===== src/rtl/cms_pkg.sv =====
`timescale 1ns / 1ps
`default_nettype none
// ----------------------------------------------------------------------------
// cms_pkg
// Shared types and constants of the charlieplexed matrix scanner.
// ----------------------------------------------------------------------------
package cms_pkg;

    localparam int LINES           = 23;
    localparam int SIDE            = LINES - 1;
    localparam int BYTES_PER_GROUP = 11;
    localparam int BANK_BYTES      = ((SIDE + 7) / 8) * SIDE;
    localparam int RAM_DEPTH       = 2 * BANK_BYTES;
    localparam int ADDR_W          = $clog2(RAM_DEPTH);
    localparam int LINE_W          = $clog2(LINES);
    localparam int IDX_W           = 7;
    localparam int BYTE_W          = 8;

    typedef enum logic [1:0] {
        CMD_TICK    = 2'd0,
        CMD_WRITE   = 2'd1,
        CMD_PRESENT = 2'd2
    } t_cmd;

    // scan step information handed from the controller to the output stage
    typedef struct packed {
        logic [LINE_W-1:0] high_line;
        logic [LINE_W-1:0] low_line;
        logic [2:0]        bit_sel;
        logic              shown_valid;
        logic              frame_wrap;
    } t_scan_info;

endpackage
`default_nettype wire


===== src/rtl/cms_bitmap_ram.sv =====
`timescale 1ns / 1ps
`default_nettype none
// ----------------------------------------------------------------------------
// cms_bitmap_ram
// Two-bank bitmap store, one write and one registered read per cycle.
// Per-entry valid bits make unwritten entries read as zero after reset.
// ----------------------------------------------------------------------------
module cms_bitmap_ram (
    input  wire logic                        i_clk,
    input  wire logic                        i_rst_n,
    input  wire logic                        i_wr_en,
    input  wire logic [cms_pkg::ADDR_W-1:0]  i_wr_addr,
    input  wire logic [cms_pkg::BYTE_W-1:0]  i_wr_data,
    input  wire logic                        i_rd_en,
    input  wire logic [cms_pkg::ADDR_W-1:0]  i_rd_addr,
    output logic      [cms_pkg::BYTE_W-1:0]  o_rd_data
);

    logic [cms_pkg::BYTE_W-1:0] r_mem [cms_pkg::RAM_DEPTH];
    logic [cms_pkg::RAM_DEPTH-1:0] r_vld;
    logic [cms_pkg::BYTE_W-1:0] r_rd_data;
    logic                       r_rd_vld;

    always_ff @(posedge i_clk) begin
        if (i_wr_en) begin
            r_mem[i_wr_addr] <= i_wr_data;
        end
        if (i_rd_en) begin
            r_rd_data <= r_mem[i_rd_addr];
        end
    end

    always_ff @(posedge i_clk) begin
        if (!i_rst_n) begin
            r_vld    <= '0;
            r_rd_vld <= 1'b0;
        end else begin
            if (i_wr_en) begin
                r_vld[i_wr_addr] <= 1'b1;
            end
            if (i_rd_en) begin
                r_rd_vld <= r_vld[i_rd_addr];
            end
        end
    end

    assign o_rd_data = r_rd_vld ? r_rd_data : '0;

endmodule
`default_nettype wire


===== src/rtl/cms_scan_ctrl.sv =====
`timescale 1ns / 1ps
`default_nettype none
// ----------------------------------------------------------------------------
// cms_scan_ctrl
// Scan position counter, bank arming and pixel address generation.
// ----------------------------------------------------------------------------
module cms_scan_ctrl (
    input  wire logic                        i_clk,
    input  wire logic                        i_rst_n,
    input  wire logic                        i_tick,
    input  wire logic                        i_present,
    input  wire logic                        i_bank,
    output logic      [cms_pkg::ADDR_W-1:0]  o_rd_addr,
    output cms_pkg::t_scan_info              o_info
);

    localparam int LW = cms_pkg::LINE_W;

    logic [LW-1:0] r_x, r_y;
    logic          r_shown_bank, r_shown_valid, r_pend_bank, r_pend_valid;

    logic [LW-1:0] n_x, n_y, y_swap, low;
    logic          wrap, n_shown_bank, n_shown_valid;
    logic [cms_pkg::ADDR_W-1:0] byte_addr;

    always_comb begin
        if (r_y == LW'(cms_pkg::SIDE - 1)) begin
            n_y = '0;
            n_x = (r_x == LW'(cms_pkg::SIDE - 1)) ? '0 : r_x + 1'b1;
        end else begin
            n_y = r_y + 1'b1;
            n_x = r_x;
        end
        wrap = (n_x == '0) && (n_y == '0);
        n_shown_bank  = (wrap && r_pend_valid) ? r_pend_bank : r_shown_bank;
        n_shown_valid = (wrap && r_pend_valid) ? 1'b1 : r_shown_valid;

        byte_addr = cms_pkg::ADDR_W'(n_y[LW-1:1])
                  + cms_pkg::ADDR_W'(n_x[LW-1:2]) * cms_pkg::ADDR_W'(cms_pkg::BYTES_PER_GROUP);
        o_rd_addr = n_shown_bank ? byte_addr + cms_pkg::ADDR_W'(cms_pkg::BANK_BYTES)
                                 : byte_addr;

        // swap the first two rows of column zero
        if ((n_x == '0) && (n_y <= LW'(1))) begin
            y_swap = {{(LW-1){1'b0}}, ~n_y[0]};
        end else begin
            y_swap = n_y;
        end
        low = (y_swap >= n_x) ? y_swap + 1'b1 : y_swap;

        o_info.high_line   = n_x;
        o_info.low_line    = low;
        o_info.bit_sel     = {n_x[1:0], n_y[0]};
        o_info.shown_valid = n_shown_valid;
        o_info.frame_wrap  = wrap;
    end

    always_ff @(posedge i_clk) begin
        if (!i_rst_n) begin
            r_x           <= '0;
            r_y           <= '0;
            r_shown_bank  <= 1'b0;
            r_shown_valid <= 1'b0;
            r_pend_bank   <= 1'b0;
            r_pend_valid  <= 1'b0;
        end else if (i_tick) begin
            r_x           <= n_x;
            r_y           <= n_y;
            r_shown_bank  <= n_shown_bank;
            r_shown_valid <= n_shown_valid;
            if (wrap) begin
                r_pend_valid <= 1'b0;
            end
        end else if (i_present) begin
            r_pend_bank  <= i_bank;
            r_pend_valid <= 1'b1;
        end
    end

endmodule
`default_nettype wire


===== src/rtl/charlieplex_matrix_scanner_core.sv =====
`timescale 1ns / 1ps
`default_nettype none
// ----------------------------------------------------------------------------
// charlieplex_matrix_scanner_core
// Scanner for a 23-line charlieplexed matrix with a double-buffered bitmap.
// ----------------------------------------------------------------------------
// Beats may follow back to back while the input is not stalled. A scan
// tick gives one result beat, registered first by the bitmap RAM read and
// then in the output register. Writes and present commands give no result.
// The bitmap RAM has one write and one read port; per-entry valid bits stand
// in for the clear at reset, so no sweep is needed. The input stalls only
// when the read stage and the output are both full and m_axis_tready is low.
module charlieplex_matrix_scanner_core (
    input  wire logic        i_clk,
    input  wire logic        i_rst_n,
    input  wire logic        s_axis_tvalid,
    output logic             s_axis_tready,
    // bank [0], byte_index [7:1], byte_value [15:8]
    input  wire logic [15:0] s_axis_tdata,
    // cmd [1:0]
    input  wire logic [1:0]  s_axis_tuser,
    output logic             m_axis_tvalid,
    input  wire logic        m_axis_tready,
    // high_line [4:0], low_line [9:5], lit [10], frame_wrap [11], zero [15:12]
    output logic [15:0]      m_axis_tdata
);

    localparam int LW = cms_pkg::LINE_W;

    logic accept, tick_acc, present_acc, wr_acc, s1_adv;
    logic [cms_pkg::ADDR_W-1:0] rd_addr, wr_addr;
    logic [cms_pkg::BYTE_W-1:0] rd_data;
    logic [cms_pkg::IDX_W-1:0]  wr_idx;
    logic                       in_bank;
    cms_pkg::t_scan_info        info;

    cms_pkg::t_scan_info r_s1_info;
    logic                r_s1_valid;
    logic                r_out_valid;
    logic [15:0]         r_out_data;
    logic                lit;

    assign in_bank = s_axis_tdata[0];
    assign wr_idx  = s_axis_tdata[7:1];
    assign accept  = s_axis_tvalid && s_axis_tready;

    always_comb begin
        tick_acc    = 1'b0;
        present_acc = 1'b0;
        wr_acc      = 1'b0;
        case (cms_pkg::t_cmd'(s_axis_tuser))
            cms_pkg::CMD_TICK:    tick_acc    = accept;
            cms_pkg::CMD_PRESENT: present_acc = accept;
            // drop writes beyond the bank
            cms_pkg::CMD_WRITE:   wr_acc = accept &&
                                           (wr_idx < cms_pkg::IDX_W'(cms_pkg::BANK_BYTES));
            default: ;
        endcase
        wr_addr = cms_pkg::ADDR_W'(wr_idx)
                + (in_bank ? cms_pkg::ADDR_W'(cms_pkg::BANK_BYTES) : '0);
    end

    cms_scan_ctrl u_ctrl (
        .i_clk     (i_clk),
        .i_rst_n   (i_rst_n),
        .i_tick    (tick_acc),
        .i_present (present_acc),
        .i_bank    (in_bank),
        .o_rd_addr (rd_addr),
        .o_info    (info)
    );

    cms_bitmap_ram u_ram (
        .i_clk     (i_clk),
        .i_rst_n   (i_rst_n),
        .i_wr_en   (wr_acc),
        .i_wr_addr (wr_addr),
        .i_wr_data (s_axis_tdata[15:8]),
        .i_rd_en   (tick_acc),
        .i_rd_addr (rd_addr),
        .o_rd_data (rd_data)
    );

    assign s1_adv        = !r_out_valid || m_axis_tready;
    assign s_axis_tready = !r_s1_valid || s1_adv;
    assign lit           = r_s1_info.shown_valid && rd_data[r_s1_info.bit_sel];

    always_ff @(posedge i_clk) begin
        if (tick_acc) begin
            r_s1_info <= info;
        end
        if (s1_adv && r_s1_valid) begin
            r_out_data <= {4'b0000, r_s1_info.frame_wrap, lit,
                           lit ? r_s1_info.low_line  : LW'(0),
                           lit ? r_s1_info.high_line : LW'(0)};
        end
    end

    always_ff @(posedge i_clk) begin
        if (!i_rst_n) begin
            r_s1_valid  <= 1'b0;
            r_out_valid <= 1'b0;
        end else begin
            if (s_axis_tready) begin
                r_s1_valid <= tick_acc;
            end
            if (s1_adv) begin
                r_out_valid <= r_s1_valid;
            end
        end
    end

    assign m_axis_tvalid = r_out_valid;
    assign m_axis_tdata  = r_out_data;

endmodule
`default_nettype wire

===== config.mk =====
export PLATFORM = sky130hd
export DESIGN_NAME = charlieplex_matrix_scanner_core
export DESIGN_NICKNAME = d
export VERILOG_FILES = /design/src/rtl/cms_pkg.sv /design/src/rtl/cms_bitmap_ram.sv /design/src/rtl/cms_scan_ctrl.sv /design/src/rtl/charlieplex_matrix_scanner_core.sv
export SDC_FILE = /design/constraint.sdc
export NUM_CORES = 1
export LEC_CHECK = 0
export BUFFER_PORTS_ARGS = -buffer_cell sky130_fd_sc_hd__buf_2
export CAP_MARGIN = 20
export CORE_UTILIZATION = 34
export CTS_CLUSTER_SIZE = 24
export DETAILED_ROUTE_END_ITERATION = 6
export PLACE_DENSITY_LB_ADDON = 0.1
export SKIP_CTS_REPAIR_TIMING = 1
export SLEW_MARGIN = 25
export SYNTH_ARGS = -nofsm -noshare
export SYNTH_HDL_FRONTEND = slang
export SYNTH_HIERARCHICAL = 1
export SYNTH_SLANG_ARGS = --single-unit
export TNS_END_PERCENT = 30

===== constraint.sdc =====
create_clock -name i_clk -period 6 [get_ports i_clk]
set_input_delay 0.3 -clock i_clk [delete_from_list [all_inputs] [get_ports i_clk]]
set_output_delay 0.3 -clock i_clk [all_outputs]
set_load 0.03 [all_outputs]

# == Word-level counts from Yosys, hierarchy flattened ==
# Memories as Yosys holds them, arrays and structs flattened. A register that Yosys moved wholly into a read port is not among the register bits.
# Index checks and enable logic that the tools add are counted.
# Widths: inputs -> output; s select.
# totals
mem_bits_rw,1056
n_memories,1
word_cells,82
regBits,176
inputBits,22
# op_classes
n_eq_ne,5
n_bitwise,3
n_lt_le_gt_ge,7
reduce_logical,18
n_mul,1
n_mux,24
n_addsub,6
# mem_list
name,depth,word_bits,read_ports,rd_ports_with_merged_regs,write_ports,line,source
u_ram.r_mem,132,8,1,1,1,cms_bitmap_ram.sv:19,logic [cms_pkg::BYTE_W-1:0] r_mem [cms_pkg::RAM_DEPTH];
# op_table
operator,count
$or 132x132->132,1
$mux 5,5
$lt 8x9->1 const B,2
$mux 8,2
$add 5x1->5 const B,3
$mux 1,13
$eq 5x5->1 const B,2
$logic_not 5->1,2
$add 4x7->8,1
$add 7x7->8,1
$add 8x7->8 const B,1
$bmux 1 s8,1
$demux 1 s8,1
$ge 8x1->1 const B,1
$logic_and 1x1->1,8
$lt 7x7->1 const B,1
$mul 3x4->7 const B,1
$mux 7,1
$ge 5x5->1,1
$le 5x1->1 const B,1
$lt 3x4->1 const B,1
$reduce_and 2->1,2
$bmux 1 s3,1
$eq 2x1->1 const B,1
other kinds (7),10

# == Longest topological paths before layout ==
# depth
word_depth,10
mapped_depth,27
mapped_depth_nobuf,24

# == Hierarchy ==
# Netlist, hierarchy kept.
# by_module_without_submodules
module,area_per_inst_um2,seq_area_each_um2,n_inst,cells_each
cms_bitmap_ram,46729.8,34613.2,1,2411
cms_scan_ctrl,1796.7,280.3,1,213
charlieplex_matrix_scanner_core,1330.0,850.8,1,92

# == Worst setup path before layout ==
# Ideal clock, no wire load.
# synth_path
path_kind,register to register
start,reg u_ctrl.r_y[0]
end,"reg u_ram/r_rd_data[2] in the netlist's numbering (read register of u_ram.r_mem), data pin"
t_arrival_ns,5.193
setup_time_ns,0.267
n_path_buf,1
path_stages_with_launch,23
slack_ns,0.541
t_required_ns,5.733
cell_sequence,dfxtp_1 -> ha_1 -> nand4b_4 -> or4_1 -> and2_1 -> inv_1 -> ha_1 -> fa_1 -> inv_1 -> fa_1 -> inv_1 -> ha_1 -> nor4b_1 -> nand2_1 -> mux2i_1 -> xor2_1 -> clkbuf_1 -> nor2_1 -> nand2_1 -> a21oi_1 -> or4_1 -> a211oi_1 -> a211oi_1
# synth_rtl
element,line,source
start: declaration,cms_scan_ctrl.sv:19,"logic [LW-1:0] r_x, r_y;"
start signal: assignment,cms_scan_ctrl.sv:68,r_y <= n_y;
end: declaration,cms_bitmap_ram.sv:21,logic [cms_pkg::BYTE_W-1:0] r_rd_data;

==> flow_summary.ini <==
[yosys]
synth_top_area_share_pct = 65.7
async_reset_ff_share_pct = 0
netlist_area_sq_mm = 0.0499
ys_types = 98
synth_seq_cells = 1240
syn_inst = 2716
synth_edf_count = 1091
avgSynthCellArea_sq_um = 18.4
synthTopCellsByCount = 1,091 x edfxtp_1, 230 x mux4_2, 176 x nor2_1
ys_seq_area_share_pct = 71.7
synth-main-ff-cell = edfxtp_1
synth_top_area_cell = edfxtp_1
synth_most_common_cell = edfxtp_1
synth.area.top_cells = edfxtp_1 66%, mux4_2 10%, dfxtp_1 6.0%, mux2i_1 2.8%, o21a_1 2.1%
yosys_warnings = 6

[detailed_routing]
wirelength_mm = 155
drc = 0
dr.pass1.iters = 6
first_iter_violations = 2525
detail_route.wl_per_cell_microns = 30.7
routed-via-count = 27300
antenna_left = 0
viasPerCell = 5.40

[worst_setup_path]
cp_max_fo = 11
worstSetupPathType = flip-flop to flip-flop
worstReg2RegEnd = u_ram/r_rd_data[5]$_DFFE_PP_
reg2reg_slack_ns = 0.14
r2r_start = u_ctrl/r_x[1]$_SDFFE_PN0P_
r2r_cells = 21
critPathLaunchType = flip-flop
critical_path_arrival_ns = 6.38
endpoint_kind = flip-flop
worst_ep_required_time_ns = 6.52

[finish]
flow.area_growth_from_synthesis_pct = 17.2
fin_util_pct = 40.1
diodes = 0
drive_gt1_share_pct = 26.2
finalNetCount = 3065

[clocking]
worst_skew_pair.late_latency_ns = 0.78
clkTransAtPathRegs_ns = 0.06
clockBufferDepth = 3
cts_tree = done
cts_sinks = 1240
cts_buffers = 141
clock-root-buffer = clkbuf_16
htree_levels = 4

[run_status]
run_status = finished clean

[pwr]
power_density_mw_per_mm2 = 344
power.leakage_uw = 0.0190
vdd_ir_drop_max_v = 0.000207

[place]
portBuffers = 35
gp_congestion = 0.937
dp_hpwl_mm = 104

[sta]
final_hold_viol_count = 0
fin_crit_sh_pct = 97.7
tightestPinTransition_ns = 1.14
setup_viol = 0
clock-skew-final_ns = 0.0274
drv_slew = 0
fin_crit_ns = 5.86
final.setup.tns_ns = 0
max_slew_margin_pct = 23.8
fmax_ghz = 0.171
rsz0062_at_grt = no

[hold_path]
hold_class = primary input to flip-flop
holdPathEnd = u_ctrl/r_pend_bank$_SDFFE_PN0P_
hold_path_startpoint = s_axis_tuser[0]
hold-path-cell-count = 4

[floorplanning]
start_util_pct = 34.3
die_w_microns = 385
die_area_sq_mm = 0.148
fp.dieH_microns = 385
rows = 140
pin_count = 40
coreArea_sq_mm = 0.146

[global_route]
grt_use_total_pct = 21.1
overflow = 0
grt_pass1_wl_mm = 217
antenna_found_initial = 3
grt_start_max_net_pins = 82
grt_pass1_vias = 27500

[job]
maxCapViolCount = 0
layout make-up:
cell class / instances / area (sq um)
multi-input cells: 1273 / 13100
clock inverters: 62 / 529
flip-flops and latches: 1240 / 35700
inverters: 42 / 161
clock buffers: 199 / 3910
fillers: 13100 / 87100
repair buffers: 316 / 2630
well taps: 1917 / 2400
per-stage QoR:
step	instances	total power [uW]	hold WS, ns	area (sq um)	setup slack [ns]
floorplan	2719	10900	0.399	49900	0.541
global placement	4778	12000	0.441	53700	0.0318
detailed placement	4778	12000	0.449	53800	-0.0652
CTS	5039	20300	-0.268	58200	-0.0700
global route	5049	20700	0.0396	58400	0.00151
finish	5049	20100	0.0748	58400	0.136
where the power goes:
part | leakage, uW | switching (uW) | internal (uW) | total [uW]
logic | 0.00579 | 1530 | 913 | 2440
clock network | 0.00217 | 3480 | 4790 | 8270
registers | 0.0110 | 9.91 | 9410 | 9420
total | 0.0190 | 5020 | 15100 | 20100
worst max-delay path, stage by stage, from the launching register on:
cell	delay, ns
dfxtp_1	0.32
inv_1	0.05
ha_1	0.19
and4b_1	0.22
or4_1	0.53
and2_4	0.18
inv_2	0.08
ha_1	0.25
fa_1	0.52
inv_1	0.06
fa_1	0.51
inv_1	0.06
ha_1	0.26
mux2_4	0.38
buf_4	0.24
inv_2	0.21
buf_12	0.18
mux2_2	0.38
a221o_1	0.35
o211ai_1	0.29
o211ai_1	0.18
o211a_1	0.16
how the worst max path moves through the flow:
stage | start | end | slack (ns)
final | u_ctrl/r_x[1]$_SDFFE_PN0P_ | u_ram/r_rd_data[5]$_DFFE_PP_ | 0.14
after global routing | u_ctrl/r_y[1]$_SDFFE_PN0P_ | u_ram/r_rd_data[5]$_DFFE_PP_ | 0.002
after CTS | u_ctrl/r_x[1]$_SDFFE_PN0P_ | u_ram/r_rd_data[7]$_DFFE_PP_ | -0.07
after detailed placement | u_ctrl/r_y[1]$_SDFFE_PN0P_ | u_ram/r_rd_data[7]$_DFFE_PP_ | -0.07
after global placement | u_ctrl/r_y[1]$_SDFFE_PN0P_ | u_ram/r_rd_data[6]$_DFFE_PP_ | 0.03
after floorplan | u_ctrl/r_y[0]$_SDFFE_PN0P_ | u_ram/r_rd_data[2]$_DFFE_PP_ | 0.54
cells by family (layout without fill, tap and decap cells):
group / count (synthesis) / after routing / synth area share, %
flip-flops: 1240 / 1240 / 71.7
AND/OR/NAND/NOR: 434 / 434 / 4.33
multiplexers: 403 / 403 / 14.6
AO/OA/AOI/OAI: 387 / 387 / 5.76
buffers and inverters: 206 / 619 / 2.55
adder cells (fa/ha/maj): 29 / 29 / 0.773
XOR/XNOR: 16 / 16 / 0.309
other: 1 / 4 / 0.00752
cell usage in the layout (no fill, tap or decap), drive strengths merged, types with 51 or more instances in the layout:
master / Yosys / final
buf: 95 / 310
mux4: 250 / 250
clkbuf: 68 / 199
o21a: 139 / 139
edfxtp: 1091 / 1091
nor2: 176 / 176
clkinv: 2 / 51
mux2i: 140 / 140
dfxtp: 149 / 149
nand2: 84 / 84
routing by layer:
| layer | wire, microns | GRT usage (%) | up-vias |
|---|---|---|---|
| met4 | 4870 | 6.89 | 0 |
| met3 | 9080 | 3.87 | 247 |
| met1 | 68100 | 29.0 | 14500 |
| met2 | 73000 | 33.7 | 923 |
| li1 | - | - | 11600 |
| met5 | 0 | 0 | - |
sequential cells by signal, summed over array words and instances (netlist names):
register              cells
r_s1_valid                1
u_ctrl/r_pend_bank        1
u_ram/r_mem            1056
m_axis_tdata             12
u_ctrl/r_shown_bank       1
u_ctrl/r_x                5
u_ram/r_rd_data           8
u_ctrl/r_shown_valid      1
u_ctrl/r_y                5
u_ctrl/r_pend_valid       1
u_ram/r_rd_vld            1
u_ram/r_vld             132
m_axis_tvalid             1
r_s1_info                15
Note: power is estimated with default switching activity, not from simulation.
